<file path="config.mk">
export PLATFORM = sky130hd
export DESIGN_NAME = midi_byte_to_usb_midi_packet
export DESIGN_NICKNAME = d
export VERILOG_FILES = /design/src/hw/rtl/mbusb_pkg.sv /design/src/hw/rtl/midi_byte_to_usb_midi_packet.sv
export SDC_FILE = /design/constraint.sdc
export NUM_CORES = 1
export LEC_CHECK = 0
export ABC_AREA = 0
export BUFFER_PORTS_ARGS = -buffer_cell sky130_fd_sc_hd__buf_2
export CAP_MARGIN = 15
export CORE_MARGIN = 2
export CORE_UTILIZATION = 25
export CTS_CLUSTER_SIZE = 40
export DETAILED_ROUTE_END_ITERATION = 12
export PLACE_DENSITY = 0.42
export SYNTH_ARGS = -nofsm -noshare
export SYNTH_HDL_FRONTEND = slang
export SYNTH_SLANG_ARGS = --single-unit
export TNS_END_PERCENT = 1
</file>
<file path="constraint.sdc">
create_clock -name clk_i -period 6.6 [get_ports clk_i]
set_input_delay 0.99 -clock clk_i [delete_from_list [all_inputs] [get_ports clk_i]]
set_output_delay 0.99 -clock clk_i [all_outputs]
set_load 0.005 [all_outputs]
</file>
<file path="src/hw/rtl/mbusb_pkg.sv">
// ----------------------------------------------------------------------------
// mbusb_pkg
// Shared types and constants for the serial MIDI to USB-MIDI packet parser.
// ----------------------------------------------------------------------------
`default_nettype none

package mbusb_pkg;

  // Parser phase; unused codes behave as idle.
  typedef enum logic [2:0] {
    PH_IDLE  = 3'd0,
    PH_DATA2 = 3'd1,
    PH_DATA3 = 3'd2,
    PH_SX1   = 3'd3,
    PH_SX2   = 3'd4,
    PH_SX3   = 3'd5
  } phase_e;

  // MIDI status bytes
  localparam logic [7:0] StSysexStart = 8'hF0;
  localparam logic [7:0] StMtcQuarter = 8'hF1;
  localparam logic [7:0] StSongPos    = 8'hF2;
  localparam logic [7:0] StSongSel    = 8'hF3;
  localparam logic [7:0] StUndefF4    = 8'hF4;
  localparam logic [7:0] StUndefF5    = 8'hF5;
  localparam logic [7:0] StTuneReq    = 8'hF6;
  localparam logic [7:0] StSysexEnd   = 8'hF7;
  localparam logic [7:0] ByteZero     = 8'h00;

  // Code index numbers
  localparam logic [3:0] CinSysCom2  = 4'h2;
  localparam logic [3:0] CinSysCom3  = 4'h3;
  localparam logic [3:0] CinSysexCon = 4'h4;
  localparam logic [3:0] CinEnd1     = 4'h5;
  localparam logic [3:0] CinEnd2     = 4'h6;
  localparam logic [3:0] CinEnd3     = 4'h7;
  localparam logic [3:0] CinSingle   = 4'hF;

  // Data byte count of a channel voice status: program change and
  // channel pressure take one, the rest two.
  function automatic logic [1:0] voice_count(input logic [7:0] status);
    voice_count = (status[7:4] == 4'hC || status[7:4] == 4'hD) ? 2'd1 : 2'd2;
  endfunction

endpackage

`default_nettype wire

</file>
<file path="src/hw/rtl/midi_byte_to_usb_midi_packet.sv">
// ----------------------------------------------------------------------------
// midi_byte_to_usb_midi_packet
// Serial MIDI byte stream to four-byte USB-MIDI event packets.
// ----------------------------------------------------------------------------
// Input channel: one received MIDI byte per beat (in_valid_i / in_stall_o).
// Output channel: one packet per beat (out_valid_o / out_stall_i): header
// with cable number and CIN, then three MIDI bytes, zero padded.
// Not every byte makes a packet: status and leading data bytes are held
// until the message (or three SysEx bytes) is complete. Real-time bytes
// F8..FF pass straight out as single-byte packets at any point.
// A packet appears in the cycle after the byte that completes it is taken.
// Throughput: one byte per cycle while the input is not stalled; the parse
// state and the packet register are updated in the same cycle the byte is taken.
// The single packet register frees up in the cycle it is taken, so input
// is only held off while a packet sits stalled on the output.
// cfg_we_i writes the 4-bit cable number; write it only while idle.
// Reset clears the parse state, running status, cable number and the
// output valid.
// ----------------------------------------------------------------------------
`default_nettype none

module midi_byte_to_usb_midi_packet (
  input  wire logic       clk_i,
  input  wire logic       rst_ni,
  input  wire logic       cfg_we_i,
  input  wire logic [3:0] cfg_wdata_i,
  input  wire logic       in_valid_i,
  output logic            in_stall_o,
  input  wire logic [7:0] rx_byte_i,
  output logic            out_valid_o,
  input  wire logic       out_stall_i,
  output logic      [7:0] packet_header_o,
  output logic      [7:0] packet_byte1_o,
  output logic      [7:0] packet_byte2_o,
  output logic      [7:0] packet_byte3_o
);

  mbusb_pkg::phase_e phase_q, phase_d;
  logic [3:0] cable_q;
  logic [3:0] held_cin_q, held_cin_d;
  logic [7:0] held_status_q, held_status_d;
  logic [1:0] data_needed_q, data_needed_d;
  logic [7:0] part1_q, part1_d;
  logic [7:0] part2_q, part2_d;

  logic       out_valid_q;
  logic [7:0] hdr_q, b1_q, b2_q, b3_q;

  logic       in_acc;
  logic       emit;
  logic [3:0] emit_cin;
  logic [7:0] emit_b1, emit_b2, emit_b3;
  logic       in_sx, is_rt, is_status;
  logic       first_data;
  logic [3:0] f_cin;
  logic [7:0] f_p1;
  logic [1:0] f_dn;

  assign in_stall_o = out_valid_q && out_stall_i;
  assign in_acc     = in_valid_i && !in_stall_o;

  assign in_sx = (phase_q == mbusb_pkg::PH_SX1) || (phase_q == mbusb_pkg::PH_SX2) ||
                 (phase_q == mbusb_pkg::PH_SX3);
  assign is_rt = (rx_byte_i[7:3] == 5'b11111);
  assign is_status = rx_byte_i[7] && !((rx_byte_i == mbusb_pkg::StSysexEnd) && in_sx);

  always_comb begin
    phase_d       = phase_q;
    held_cin_d    = held_cin_q;
    held_status_d = held_status_q;
    data_needed_d = data_needed_q;
    part1_d       = part1_q;
    part2_d       = part2_q;
    emit          = 1'b0;
    emit_cin      = mbusb_pkg::CinSingle;
    emit_b1       = rx_byte_i;
    emit_b2       = mbusb_pkg::ByteZero;
    emit_b3       = mbusb_pkg::ByteZero;
    first_data    = 1'b0;
    f_cin         = held_cin_q;
    f_p1          = part1_q;
    f_dn          = data_needed_q;

    if (in_acc) begin
      if (is_rt) begin
        emit = 1'b1;
      end else if (is_status) begin
        phase_d = mbusb_pkg::PH_IDLE;
        if (rx_byte_i == mbusb_pkg::StSysexStart) begin
          held_status_d = mbusb_pkg::ByteZero;
          part1_d       = rx_byte_i;
          phase_d       = mbusb_pkg::PH_SX2;
        end else if (rx_byte_i[7:4] != 4'hF) begin
          held_status_d = rx_byte_i;
          held_cin_d    = rx_byte_i[7:4];
          data_needed_d = mbusb_pkg::voice_count(rx_byte_i);
          part1_d       = rx_byte_i;
          phase_d       = mbusb_pkg::PH_DATA2;
        end else begin
          held_status_d = mbusb_pkg::ByteZero;
          case (rx_byte_i)
            mbusb_pkg::StMtcQuarter, mbusb_pkg::StSongSel: begin
              held_cin_d    = mbusb_pkg::CinSysCom2;
              data_needed_d = 2'd1;
              part1_d       = rx_byte_i;
              phase_d       = mbusb_pkg::PH_DATA2;
            end
            mbusb_pkg::StSongPos: begin
              held_cin_d    = mbusb_pkg::CinSysCom3;
              data_needed_d = 2'd2;
              part1_d       = rx_byte_i;
              phase_d       = mbusb_pkg::PH_DATA2;
            end
            mbusb_pkg::StUndefF4, mbusb_pkg::StUndefF5, mbusb_pkg::StTuneReq: begin
              emit     = 1'b1;
              emit_cin = mbusb_pkg::CinEnd1;
            end
            default: begin
              // stray end of SysEx
              emit = 1'b1;
            end
          endcase
        end
      end else begin
        // data byte, or F7 closing a SysEx
        case (phase_q)
          mbusb_pkg::PH_DATA2: begin
            first_data = 1'b1;
          end
          mbusb_pkg::PH_DATA3: begin
            phase_d  = mbusb_pkg::PH_IDLE;
            emit     = 1'b1;
            emit_cin = held_cin_q;
            emit_b1  = part1_q;
            emit_b2  = part2_q;
            emit_b3  = rx_byte_i;
          end
          mbusb_pkg::PH_SX1: begin
            if (rx_byte_i == mbusb_pkg::StSysexEnd) begin
              phase_d  = mbusb_pkg::PH_IDLE;
              emit     = 1'b1;
              emit_cin = mbusb_pkg::CinEnd1;
            end else begin
              part1_d = rx_byte_i;
              phase_d = mbusb_pkg::PH_SX2;
            end
          end
          mbusb_pkg::PH_SX2: begin
            if (rx_byte_i == mbusb_pkg::StSysexEnd) begin
              phase_d  = mbusb_pkg::PH_IDLE;
              emit     = 1'b1;
              emit_cin = mbusb_pkg::CinEnd2;
              emit_b1  = part1_q;
              emit_b2  = rx_byte_i;
            end else begin
              part2_d = rx_byte_i;
              phase_d = mbusb_pkg::PH_SX3;
            end
          end
          mbusb_pkg::PH_SX3: begin
            emit    = 1'b1;
            emit_b1 = part1_q;
            emit_b2 = part2_q;
            emit_b3 = rx_byte_i;
            if (rx_byte_i == mbusb_pkg::StSysexEnd) begin
              phase_d  = mbusb_pkg::PH_IDLE;
              emit_cin = mbusb_pkg::CinEnd3;
            end else begin
              phase_d  = mbusb_pkg::PH_SX1;
              emit_cin = mbusb_pkg::CinSysexCon;
            end
          end
          default: begin
            // idle: running status restarts a channel voice message
            phase_d = mbusb_pkg::PH_IDLE;
            if (held_status_q[7] && held_status_q[7:4] != 4'hF) begin
              first_data    = 1'b1;
              f_cin         = held_status_q[7:4];
              f_p1          = held_status_q;
              f_dn          = mbusb_pkg::voice_count(held_status_q);
              held_cin_d    = f_cin;
              part1_d       = f_p1;
              data_needed_d = f_dn;
            end
          end
        endcase

        if (first_data) begin
          if (f_dn < 2'd2) begin
            phase_d  = mbusb_pkg::PH_IDLE;
            emit     = 1'b1;
            emit_cin = f_cin;
            emit_b1  = f_p1;
            emit_b2  = rx_byte_i;
          end else begin
            part2_d = rx_byte_i;
            phase_d = mbusb_pkg::PH_DATA3;
          end
        end
      end
    end
  end

  always_ff @(posedge clk_i or negedge rst_ni) begin
    if (!rst_ni) begin
      phase_q       <= mbusb_pkg::PH_IDLE;
      cable_q       <= 4'd0;
      held_cin_q    <= 4'd0;
      held_status_q <= 8'd0;
      data_needed_q <= 2'd0;
      part1_q       <= 8'd0;
      part2_q       <= 8'd0;
      out_valid_q   <= 1'b0;
    end else begin
      phase_q       <= phase_d;
      held_cin_q    <= held_cin_d;
      held_status_q <= held_status_d;
      data_needed_q <= data_needed_d;
      part1_q       <= part1_d;
      part2_q       <= part2_d;
      if (cfg_we_i) begin
        cable_q <= cfg_wdata_i;
      end
      if (in_acc && emit) begin
        out_valid_q <= 1'b1;
      end else if (!out_stall_i) begin
        out_valid_q <= 1'b0;
      end
    end
  end

  always_ff @(posedge clk_i) begin
    if (in_acc && emit) begin
      hdr_q <= {cable_q, emit_cin};
      b1_q  <= emit_b1;
      b2_q  <= emit_b2;
      b3_q  <= emit_b3;
    end
  end

  assign out_valid_o     = out_valid_q;
  assign packet_header_o = hdr_q;
  assign packet_byte1_o  = b1_q;
  assign packet_byte2_o  = b2_q;
  assign packet_byte3_o  = b3_q;

`ifndef SYNTHESIS
  // running status only ever holds a channel voice status
  a_status_voice: assert property (@(posedge clk_i) disable iff (!rst_ni)
    held_status_q == 8'd0 || (held_status_q[7] && held_status_q[7:4] != 4'hF))
    else $error("running status holds a non-voice byte");

  // inside a SysEx there is no running status
  a_sysex_no_status: assert property (@(posedge clk_i) disable iff (!rst_ni)
    in_sx |-> held_status_q == 8'd0)
    else $error("running status set during SysEx");

  // real-time beat goes out next cycle and leaves the parse phase alone
  a_realtime: assert property (@(posedge clk_i) disable iff (!rst_ni)
    (in_acc && is_rt) |=> (out_valid_q && b1_q == $past(rx_byte_i) &&
      hdr_q[3:0] == mbusb_pkg::CinSingle && phase_q == $past(phase_q)))
    else $error("real-time byte mishandled");

  // input is only held off by a stalled packet
  a_stall_cause: assert property (@(posedge clk_i) disable iff (!rst_ni)
    in_stall_o |-> out_valid_q)
    else $error("input stalled with no packet pending");
`endif

endmodule

`default_nettype wire
</file>
==> results.md, run 1 <==
- The synthesis-to-layout area growth is 15.7%.
- The via-per-instance ratio is 5.11.
- The final number of setup-violating endpoints is 0.
- The number of antenna diodes in the final layout is 0.
- The number of antenna violations at the first check in global routing was 0.
- The first global-routing pass estimated 19.5 mm of wire.
- In this run the mean area of a mapped cell was 10.5 um2.
- The count of standard-cell rows is 46.
- The main flop type after synthesis is sky130_fd_sc_hd__dfrtp_1.
- The startpoint of the most critical register-to-register path is phase_q[1].
- The final net count is 433.
- On the worst path, the slowest cell contributes a delay of 750 ps.
- Detailed placement finished with a half-perimeter wire length of 8.90 mm.
- Synthesis produced a netlist with a net count of 397.
- The vertical die dimension is 130 um.
- The total clock buffers created by CTS is 9.
- The starting utilization of the core area is 25.3%.
- The insertion delay of the later-clocked pin in the worst-skew pair is 340 ps.
- The slew at the pin closest to its max-slew limit is 1130 ps.
- The count of max-cap constraint violations is 0.
- The endpoint of the worst-slack reg-to-reg timing path is packet_header_o[1].
- In this run the worst setup path begins at phase_q[1].
- The max-slew violation count is 0.
- In this run the post-CTS setup repair buffer count came out at 0.
- The most common library cell in the layout ignoring fill and taps is sky130_fd_sc_hd__buf_2.
- The cell count after synthesis came out at 379.
- The count of state elements after synthesis is 69.
- The class of the tightest hold or removal check is flop to flop.
- The analysis attributes to cell leakage a power of 0.00176 uW.
- The count of routing violations after the opening detailed-route iteration is 300.
- The library cells used most frequently in the layout, excluding fill and tap cells, are sky130_fd_sc_hd__buf_2 (50), sky130_fd_sc_hd__dfrtp_1 (37), sky130_fd_sc_hd__nand2_1 (34).
- Summed over all instances, the cell type with the most area after synthesis is sky130_fd_sc_hd__edfxtp_1.
- The region available for standard cell placement spans 15,800 um2.
- The maximum fanout encountered on the critical timing path is 32.
- In this run the clock root is driven by a sky130_fd_sc_hd__clkbuf_16.
- The clock passes through at most 2 buffers.
- Among all stages on the critical path, the largest delay is contributed by sky130_fd_sc_hd__dfrtp_1.
- TritonCTS built the clock tree.
- The number of endpoints with negative hold slack in the final report is 0.
- After detailed routing, the number of remaining DRC violations is 0.
- Yosys printed 0 warnings.
- The worst voltage drop across the vdd grid is 0.000137 V.
- For this design, the CTS-stage hold fixing added 0 buffers.
- Once detail routing completed, the nets flagged for antenna violations numbered 0.
- The share of the cycle needed by the critical path after routing is 49.5%.
- Setup repair after global routing left no endpoint under its margin.
- The iteration count of the initial detailed-routing pass is 5.
- The sum of routed wire length over all layers is 12.5 mm.
- The worst register-to-register path has a setup slack of 3330 ps.
- Timing would allow up to 306 MHz.
- The total power consumption of the routed design is 1540 uW.
- Buffers placed on the I/O ports in this run total 50.
- The required time at the worst-slack endpoint is 6560 ps.
- Measured along the x axis, the die boundary spans 130 um.
- In this run, synthesis inferred 32 flip-flops with an integrated enable.
- The clock net in this run drives a total of 69 sinks.
- Gates resized during post-CTS repair numbered 0.
- Measured in cells, the most critical reg-to-reg path has a length of 5.
- The worst endpoint data arrival time is 3230 ps.
- The run finished with clean final reports.
- The critical path in this run is classified as flop to flop.
- The critical path ends at packet_header_o[1].
- The worst setup skew after layout is 7.56 ps.
- The post-route setup TNS is 0 ps.
- Ranked by total cell area, the synthesized netlist is headed by sky130_fd_sc_hd__edfxtp_1 (24%), sky130_fd_sc_hd__dfrtp_1 (23%), sky130_fd_sc_hd__mux2_2 (4.5%).
- The largest net degree at the start of global routing is 38.
- The proportion of netlist area held by the largest area contributor is 24.0%.
- Of the cells placed in the final design, the portion with a size suffix greater than 1 is 24.5%.
- The total overflow reported by the global router is 0.
- The clock transition at the register clock pins on the worst setup and hold paths after CTS is 60 ps.
- Subtracting the final worst setup slack from the clock period gives 3270 ps.
- The worst pin sits at a relative slew slack of 24.2%.
- The via count of the first global-routing pass is 3,300.
- The die footprint is 17,000 um2.
- The detailed router placed 3,251 vias in this run.
- The H-tree was split into 3 levels.
- The register area share after synthesis is 47.2%.
- 51 I/O pins were placed.
- The core occupancy in the finished layout is 29.3%.
- The critical path goes through nor3b_1 > a21o_1 > a211oi_1 > o21a_1 > nor2_4.
- The distinct cell type count of the synthesized netlist is 75.
- The fraction of synthesis flops using an asynchronous set or reset pin is 53.6%.
- Dividing the detail-routed wire length by the instance count gives 19.7 um.
- The power per cell area is 332 nW/um2.
- The worst setup path is launched from a flop.
- The endpoint kind of the worst setup timing path is a flop.
- Global routing consumed, over all layers together, 15.6% of the routing resources.
- Routability-driven placement finished with a final weighted congestion of 0.910.
- The mapped netlist covers 4000 um2.
[worst max-delay path: cells and delay by family (launching register included)]
family / cells / cell delay (ps)
flip-flops: 1 / 750
AND/OR/NAND/NOR: 2 / 1130
AO/OA/AOI/OAI: 3 / 1000
[routing by layer]
metal  vias to the layer above  GRT usage, %  routed length, um
met1                      1565          20.5               5600
li1                       1501             -                  -
met5                         -             0                  0
met2                       154          24.0               5670
met3                        31          3.87                866
met4                         0          7.57                388
[how the worst min path moves through the flow]
stage / start / endpoint / depth (start not counted)
after global placement: cable_q[0] / packet_header_o[4] / 0
after CTS: cable_q[1] / packet_header_o[5] / 0
final: cable_q[1] / packet_header_o[5] / 0
after global routing: cable_q[1] / packet_header_o[5] / 0
after detailed placement: cable_q[1] / packet_header_o[5] / 0
after floorplan: cable_q[0] / packet_header_o[4] / 0
[flip-flops by register name (all words and copies together) (netlist names), 3 cells and up]
register,flops
held_status_q,8
packet_byte1_o,8
packet_byte2_o,8
packet_byte3_o,8
packet_header_o,8
part1_q,8
part2_q,8
cable_q,4
held_cin_q,4
phase_q,3
[per-stage QoR]
| step | hold WS (ps) | cells | setup slack (ps) | cell area [um2] |
|---|---|---|---|---|
| floorplan | 421 | 379 | 3150 | 4000 |
| global placement | 428 | 620 | 3390 | 4350 |
| detailed placement | 433 | 620 | 3330 | 4350 |
| CTS | 446 | 636 | 3350 | 4620 |
| global route | 456 | 636 | 3090 | 4620 |
| finish | 441 | 636 | 3330 | 4620 |
[where the power goes]
part	internal (uW)	switching (uW)
registers	546	85.9
logic	184	263
clock network	273	184
total	1000	534
[synth_stat cells (all sizes together) (3+ instances only)]
cell	instances
a21oi	22
dfrtp	37
o211ai	3
clkbuf	11
o22ai	8
o21ai	21
a2111oi	3
or3	5
a211oi	6
buf	16
a31oi	12
and4	3
and2	7
o31ai	5
nand3	10
a22o	6
o21a	3
a22oi	3
nor2b	4
mux2i	8
nand2	35
edfxtp	32
mux2	17
nor2	21
nand4	3
and3	6
nor4	3
nor3	7
a21o	4
nand2b	10
inv	11
nor3b	3
a2bb2oi	5
[layout make-up]
cell class                      instances  area [um2]
Tap cell                              216         270
Inverter                               11        41.3
Sequential cell                        69        1890
Multi-Input combinational cell        272        1880
Timing Repair Buffer                   52         265
Clock buffer                           12         256
Fill cell                            1693       11100
Clock inverter                          4        22.5
[logic make-up after synthesis]
logic type               share of synthesized area (%)
AND/OR/NAND/NOR                                   17.8
AO/OA/AOI/OAI                                     21.8
flip-flops                                        47.2
buffers and inverters                             5.89
multiplexers                                      6.79
XOR/XNOR                                         0.219
adder cells (fa/ha/maj)                          0.313
Power figures use the tool's default switching activity.
==> inputs of run 2 (changes only) <==
- ABC_AREA: 0 -> 1
- PLACE_DENSITY: 0.42 -> 0.43
- clock period: 6.6 -> 3 ns (I/O delays scaled with it)
==> results.md, run 2 <==
- The synthesized cell area is 3920 um2 (-2.0%).
- The worst voltage drop across the vdd grid is 0.000329 V (+140%).
- The proportion of netlist area held by the largest area contributor is 24.5% (+0.49 points).
- By count the netlist is led by sky130_fd_sc_hd__nand2_1 (181), sky130_fd_sc_hd__inv_1 (43), sky130_fd_sc_hd__nor2_1 (41).
- The total DRC errors in the routed layout came to 0 (unchanged).
- The total clock buffers created by CTS was 9 (unchanged).
- The count of inserted antenna diode cells is 0 (unchanged).
- The synthesized area divided by synthesized cell count is 7.62 um2 (-28%).
- The max-slew violation count is 0 (unchanged).
- The area share of fa/ha/maj cells after synthesis came to 0.319% (+0.0064 points).
- The weighted congestion reported at the end of routability-driven placement is 0.932 (+2.4%).
- The worst reg-to-reg setup slack came to 500 ps (-2830 ps).
- The required time at the worst-slack endpoint is 3230 ps (-3330 ps).
- The count of routing violations after the opening detailed-route iteration was 352 (+17%).
- The number of hold buffers added after cts is 0 (unchanged).
- The maximum clock frequency is 400 MHz (+31%).
- Leaving out fill and tap cells, the most frequent cell in the layout is sky130_fd_sc_hd__nand2_1.
- The wire length per cell after detailed routing came to 16.1 um (-18%).
- The first-pass GRT wire length was 19.9 mm (+2.3%).
- The worst setup skew after layout is 10.1 ps (+2.50 ps).
- The share of final-layout standard cells stronger than drive strength 1 is 18.8% (-5.7 points).
- The setup fix buffers added after clock tree synthesis was 0 (unchanged).
- In this run the worst setup path terminates at part2_q[2].
- The area inside the core boundary is 15,300 um2 (-3.2%).
- The iteration count of the initial detailed-routing pass is 6 (+1).
- The total power consumption of the routed design was 4290 uW (+180%).
- The maximum fanout encountered on the critical timing path is 8 (-75%).
- The number of sinks driven by the clock tree is 69 (unchanged).
- The total number of vias is 3,736 (+15%).
- The distinct cell type count of the synthesized netlist is 34 (-55%).
- The count of state elements after synthesis is 69 (unchanged).
- The vertical die dimension was 129 um (-0.98%).
- The total overflow reported by the global router came to 0 (unchanged).
- The top metal layer carrying routed signals is met4.
- The launch point of the critical path is held_status_q[6].
- The number of enable-type register cells in the synthesized netlist came to 32 (unchanged).
- The setup path with the least slack is of type flop to flop.
- The clock transition at the register clock pins on the worst setup and hold paths after CTS is 70 ps (about the same).
- The count of warnings emitted by yosys was 0 (unchanged).
- The root buffer cell chosen for the clock tree is sky130_fd_sc_hd__clkbuf_16.
- The via-per-instance ratio is 4.72 (-7.6%).
- The worst reg-to-reg path cell count is 11 (+6).
- The run finished with clean final reports.
- The time the worst path needs with I/O delays and setup is 2500 ps (-766 ps).
- The simple-gate share of the synthesized area was 29.7% (+12 points).
- The count of standard-cell rows is 45 (-2.2%).
- The detailed route wirelength on metal2 is 5.85 mm (+3.2%).
- The share of the cycle needed by the critical path after routing is 83.4% (+34 points).
- The synthesized-area fraction occupied by xor and xnor cells is 0% (-0.22 points).
- The number of antenna violations at the first check in global routing is 0 (unchanged).
- The share of the synthesized area in compound gates (AO/OA/AOI/OAI) is 12.9% (-8.9 points).
- The fill cell total of the finished layout was 1,663 (-1.8%).
- The deepest level of the CTS H-tree was 3 (unchanged).
- The relative max-transition margin is 39.5% (+15 points).
- The number of nets in the synthesized netlist is 532 (+34%).
- Among all cell types in the netlist, the one instantiated most often is sky130_fd_sc_hd__nand2_1.
- The startpoint of the most critical register-to-register path is held_status_q[6].
- The worst setup path is launched from a flop.
- The number of endpoints with negative hold slack in the final report is 0 (unchanged).
- Sorting the synthesized cells by area gives the leading types as sky130_fd_sc_hd__edfxtp_1 (25%), sky130_fd_sc_hd__dfrtp_1 (24%), sky130_fd_sc_hd__nand2_1 (17%).
- The starting utilization of the core area is 25.7% (+0.33 points).
- The count of antenna-violating nets left after detailed routing was 0 (unchanged).
- The placed instance count came to 775 (+25%).
- The register area share after synthesis is 48.2% (+0.97 points).
- The post-route setup TNS is 0 ps (unchanged).
- The final-layout worst hold slack is 237 ps (-205 ps).
- The x dimension of the die is 129 um (-0.98%).
- The total routing resource utilization after global routing is 15.9% (+0.38 points).
- The fraction of synthesis flops using an asynchronous set or reset pin is 53.6% (unchanged).
- The number of cells in the finished layout apart from fillers was 791 (+24%).
- STA classifies the critical path endpoint as a flop.
- The number of cells upsized or downsized after cts is 0 (unchanged).
- The sum of net half-perimeters after detailed placement came to 9.59 mm (+7.8%).
- The static power due to leakage is 0.00223 uW (+27%).
- The post-synthesis cell type with the largest combined area is sky130_fd_sc_hd__edfxtp_1.
- The worst endpoint data arrival time is 2730 ps (-500 ps).
- The class of the tightest hold or removal check is input pin to asynchronous set/reset pin.
- The main flop type after synthesis is sky130_fd_sc_hd__dfrtp_1.
- The library cells used most frequently in the layout, excluding fill and tap cells, are sky130_fd_sc_hd__nand2_1 (181), sky130_fd_sc_hd__buf_2 (50), sky130_fd_sc_hd__inv_1 (43).
- The final number of setup-violating endpoints was 0 (unchanged).
- The endpoint of the worst-slack reg-to-reg timing path is part2_q[2].
- The insertion delay of the later-clocked pin in the worst-skew pair came to 350 ps (about the same).
- The number of input and output port buffers inserted came to 50 (unchanged).
- The synthesis-to-layout area growth is 22.0%.
- The die footprint was 16,700 um2 (-1.9%).
- The routed length on met3 is 828 um (-4.4%).
- The met1 layer wirelength in the final routing is 5.81 mm (+3.7%).
- The slew at the pin closest to its max-slew limit came to 908 ps (-221 ps).
- The number of top-level pins came to 51 (unchanged).
- The via count of the first global-routing pass came to 3,536 (+7.2%).
- The maximum clock path buffer count came to 2 (unchanged).
- The power per cell area is 897 nW/um2 (+170%).
- The final net count was 593 (+37%).
- Setup repair after global routing left no endpoint under its margin.
- The fraction of synthesized area in multiplexers is 1.15% (-5.6 points).
- The clock tree from TritonCTS is built.
- The largest net degree at the start of global routing was 38 (unchanged).
- The sum of routed wire length over all layers came to 12.7 mm (+1.8%).
- By area, the combinational part of the netlist is dominated by simple AND/OR/NAND/NOR gates.
- The count of max-cap constraint violations came to 0 (unchanged).
- The gate count after technology mapping came to 514 (+36%).
## run 2: cell types whose count changed after synthesis, moves of 7 or more
cell and change:
sky130_fd_sc_hd__nand2_1 +147, sky130_fd_sc_hd__inv_1 +32, sky130_fd_sc_hd__nand3_1 +30, sky130_fd_sc_hd__o21ai_0 +21
sky130_fd_sc_hd__nor2_1 +20, sky130_fd_sc_hd__mux2_2 -12, sky130_fd_sc_hd__nand2b_1 -10, sky130_fd_sc_hd__o21ai_1 +10
sky130_fd_sc_hd__inv_2 +8, sky130_fd_sc_hd__mux2i_1 -8, sky130_fd_sc_hd__and2_1 -7
## run 2: cells by family after synthesis
logic type               Yosys count
buffers and inverters             70
AND/OR/NAND/NOR                  279
AO/OA/AOI/OAI                     91
flip-flops                        69
multiplexers                       4
adder cells (fa/ha/maj)            1
## run 2: area by class of cell
class	instances	area, um2	share of cell area, %
repair buffers	67	390	8.17
clock inverters	7	82.6	1.73
inverters	53	200	4.19
clock buffers	9	225	4.71
multi-input cells	375	1730	36.2
flip-flops and latches	69	1890	39.5
well taps	211	264	5.53
## run 2: worst min-delay path by stage
stage | start | endpoint | slack [ps]
2_1_floorplan | rst_ni | cable_q[0] | 150
3_3_place_gp | cable_q[3] | packet_header_o[7] | 430
3_5_place_dp | cable_q[1] | packet_header_o[5] | 430
4_1_cts | rst_ni | held_cin_q[2] | 270
5_1_grt | rst_ni | part1_q[4] | 310
6_report | rst_ni | held_cin_q[2] | 240
## run 2: power by group
part	switching [uW]	internal (uW)	leakage (uW)	total (uW)
sequential	175	1270	0.000752	1440
clock	445	656	0.000145	1100
combinational	1160	589	0.00133	1750
total	1780	2510	0.00223	4290
## run 2: critical path, cell delays in order (launching register included)
cell and delay (ps):
sky130_fd_sc_hd__dfrtp_1 410, sky130_fd_sc_hd__nand3_1 150, sky130_fd_sc_hd__nand2_1 250, sky130_fd_sc_hd__buf_4 260, sky130_fd_sc_hd__inv_1 210, sky130_fd_sc_hd__nand2_2 140, sky130_fd_sc_hd__nand2_1 110, sky130_fd_sc_hd__nand3_1 240
sky130_fd_sc_hd__a21oi_4 350, sky130_fd_sc_hd__inv_2 130, sky130_fd_sc_hd__nand2_1 80, sky130_fd_sc_hd__nand2_1 50
## run 2: per-stage QoR
| stage | cell area (um2) | util (%) | worst slack, ps |
|---|---|---|---|
| after detailed placement | 4470 | 29.3 | 449 |
| after global routing | 4780 | 31.3 | 293 |
| final | 4780 | 31.3 | 498 |
| after floorplan | 3920 | - | 399 |
| after CTS | 4780 | 31.3 | 545 |
| after global placement | 4470 | 29.3 | 529 |
## run 2: metal layers
layer,vias to the layer above,global-route usage [%]
met2,140,25.2
met1,1768,21.3
met3,14,3.63
li1,1814,-
met4,0,5.95
met5,-,0
==> inputs of run 3 (changes only) <==
- PLACE_DENSITY: 0.43 -> 0.42
- clock period: 3 -> 2.5 ns (I/O delays scaled with it)
==> results.md, run 3 (synthesis gave the netlist of run 2 again) <==
- The share of total power in combinational logic is 39.1% (-1.6 points).
- The iteration count of the initial detailed-routing pass is 6 (unchanged).
- The number of input and output port buffers inserted is 50 (unchanged).
- The deepest level of the CTS H-tree is 3 (unchanged).
- The class of the most critical setup path is flop to flop.
- The die footprint came to 16,700 um2 (unchanged).
- The library cells used most frequently in the layout, excluding fill and tap cells, are sky130_fd_sc_hd__nand2_1 (181), sky130_fd_sc_hd__buf_2 (50), sky130_fd_sc_hd__inv_1 (42).
- The total routing resource utilization after global routing is 16.5% (+0.51 points).
- The number of cells upsized or downsized after cts is 0 (unchanged).
- The worst endpoint data arrival time is 2220 ps (-510 ps).
- The sum of routed wire length over all layers is 13.2 mm (+3.2%).
- The insertion delay of the later-clocked pin in the worst-skew pair is 350 ps (about the same).
- The static power due to leakage is 0.00225 uW (+1.2%).
- The cell with the most instances on the worst path is sky130_fd_sc_hd__nand2_1.
- TritonCTS built the clock tree.
- The worst reg-to-reg path cell count was 10 (-1).
- Compared with the post-synthesis result, the final layout area differs by 23.6%.
- The slew at the pin closest to its max-slew limit is 953 ps (+45.4 ps).
- The core occupancy in the finished layout is 31.7% (+0.40 points).
- The number of sinks driven by the clock tree came to 69 (unchanged).
- The critical path goes through nand3_1 > nand2_1 > o21ai_1 > nand3_1 > nand2_1 > nand2_1 > nand2_1 > nand2_1 > clkinvlp_4 > buf_12.
- The worst setup skew after layout is 10.1 ps (+0.0531 ps).
- The post-route setup TNS is 0 ps (unchanged).
- The first-pass GRT wire length is 20.4 mm (+2.4%).
- The clock transition at the register clock pins on the worst setup and hold paths after CTS was 60 ps (about the same).
- The most common library cell in the layout ignoring fill and taps is sky130_fd_sc_hd__nand2_1.
- The via-per-instance ratio is 4.72 (about the same).
- The count of max-cap constraint violations came to 0 (unchanged).
- The number of top-level pins is 51 (unchanged).
- The slowest stage of the critical path belongs to the cell sky130_fd_sc_hd__dfrtp_1.
- The relative max-transition margin is 36.4% (-3.0 points).
- The share of final-layout standard cells stronger than drive strength 1 is 19.7% (+0.87 points).
- The worst reg-to-reg setup slack is 320 ps (-180 ps).
- The setup fix buffers added after clock tree synthesis is 0 (unchanged).
- The share of the cycle needed by the critical path after routing is 87.2% (+3.9 points).
- The worst voltage drop across the vdd grid is 0.000387 V (+18%).
- The time the worst path needs with I/O delays and setup came to 2180 ps (-320 ps).
- The required time at the worst-slack endpoint is 2540 ps (-690 ps).
- The total area of multi-input combinational cells was 1730 um2 (unchanged).
- The power spent charging and discharging nets is 2140 uW (+20%).
- The endpoint of the worst-slack reg-to-reg timing path is packet_header_o[1].
- The power per cell area came to 1080 nW/um2 (+20%).
- The maximum clock frequency is 458 MHz (+15%).
- The run finished with clean final reports.
- The total number of vias is 3,759 (+0.62%).
- The count of standard-cell rows was 45 (unchanged).
- The largest net degree at the start of global routing came to 38 (unchanged).
- The count of inserted antenna diode cells came to 0 (unchanged).
- The count of routing violations after the opening detailed-route iteration was 325 (-7.7%).
- The total clock buffers created by CTS is 9 (unchanged).
- The number of antenna violations at the first check in global routing was 0 (unchanged).
- The final number of setup-violating endpoints is 0 (unchanged).
- The area inside the core boundary is 15,300 um2 (unchanged).
- The via count of the first global-routing pass is 3,716 (+5.1%).
- The startpoint identified for the worst register-to-register timing path is held_status_q[6].
- The sum of net half-perimeters after detailed placement is 9.82 mm (+2.4%).
- The wire length per cell after detailed routing was 16.5 um (+2.6%).
- The largest stage delay on the critical path was 400 ps (about the same).
- The total overflow reported by the global router came to 0 (unchanged).
- The number of hold buffers added after cts is 0 (unchanged).
- The number of endpoints with negative hold slack in the final report was 0 (unchanged).
- The starting utilization of the core area is 25.7% (unchanged).
- STA classifies the critical path startpoint as a flop.
- The final net count is 598 (+0.84%).
- The total DRC errors in the routed layout is 0 (unchanged).
- The register share of total power came to 33.5% (about the same).
- The fill cell total of the finished layout was 1,657 (-0.36%).
- The weighted congestion reported at the end of routability-driven placement is 0.895 (-4.0%).
- The internal portion of total power is 3090 uW (+23%).
- The endpoint kind of the worst setup timing path is a flop.
- Setup repair after global routing left no endpoint under its margin.
- The maximum fanout encountered on the critical timing path came to 32 (+24).
- The fraction of power consumed by the clock network is 27.4% (+1.7 points).
- The switching portion of total power is 40.8% (-0.59 points).
- In this run the clock root is driven by a sky130_fd_sc_hd__clkbuf_16.
- The class of the tightest hold or removal check is input pin to asynchronous set/reset pin.
- The maximum clock path buffer count came to 2 (unchanged).
- The vertical die dimension is 129 um (unchanged).
- The x dimension of the die is 129 um (unchanged).
- The max-slew violation count is 0 (unchanged).
- The sequential cell area was 1890 um2 (unchanged).
- The count of antenna-violating nets left after detailed routing is 0 (unchanged).
==> run 3: changes by cell type in the layout (fill, tap and decap cells not counted), sizes merged <==
cell / before / now
buf: 67 / 72
clkinv: 3 / 2
bufinv: 1 / 2
==> run 3: critical path: cells and delay by family (launching register included) <==
kind                   cells  cell delay (ps)
buffers and inverters      2              310
flip-flops                 1              400
AO/OA/AOI/OAI              1              230
AND/OR/NAND/NOR            7              910
==> run 3: final cells by class <==
class / count / share of cell area [%]
clock buffers: 9 / 4.65
clock inverters: 7 / 2.12
inverters: 53 / 4.21
multi-input cells: 375 / 35.7
flip-flops and latches: 69 / 39.0
well taps: 211 / 5.46
repair buffers: 72 / 8.84
==> run 3: through the flow <==
stage                     setup WS (ps)  cells  power [uW]  instance area [um2]  hold slack (ps)
after floorplan                     202    514        3020                 3920             79.4
after global placement              287    780        3840                 4510              423
after detailed placement            222    780        3820                 4510              428
after CTS                           313    796        5270                 4840              218
after global routing                137    796        5600                 4840              258
final                               319    796        5230                 4840              178
==> run 3: how the worst max path moves through the flow <==
stage                      from                 end  cells past startpoint
6_report       held_status_q[6]  packet_header_o[1]                     10
5_1_grt        held_status_q[6]          part2_q[0]                     10
4_1_cts        held_status_q[6]  packet_header_o[1]                     10
3_5_place_dp       rx_byte_i[0]   packet_byte1_o[0]                     12
3_3_place_gp       rx_byte_i[0]   packet_byte1_o[2]                     12
2_1_floorplan        phase_q[1]   packet_byte1_o[0]                     11
==> run 3: routing by layer <==
layer  GRT usage (%)  share of wire, %  vias up
li1                -                 -     1826
met1            21.2                44     1781
met2            26.4                47      127
met3            3.01               6.1       25
met4            8.57               3.0        0
met5               0                 0        -
==> run 3: power groups by stage <==
| stage | sequential (uW) | combinational, uW | clock (uW) |
|---|---|---|---|
| 6_report | 1750 | 2050 | 1430 |
| 3_3_place_gp | 1770 | 2070 | 0 |
| 3_5_place_dp | 1770 | 2050 | 0 |
| 5_1_grt | 1780 | 2310 | 1510 |
| 2_1_floorplan | 1700 | 1320 | 0 |
| 4_1_cts | 1750 | 2060 | 1460 |
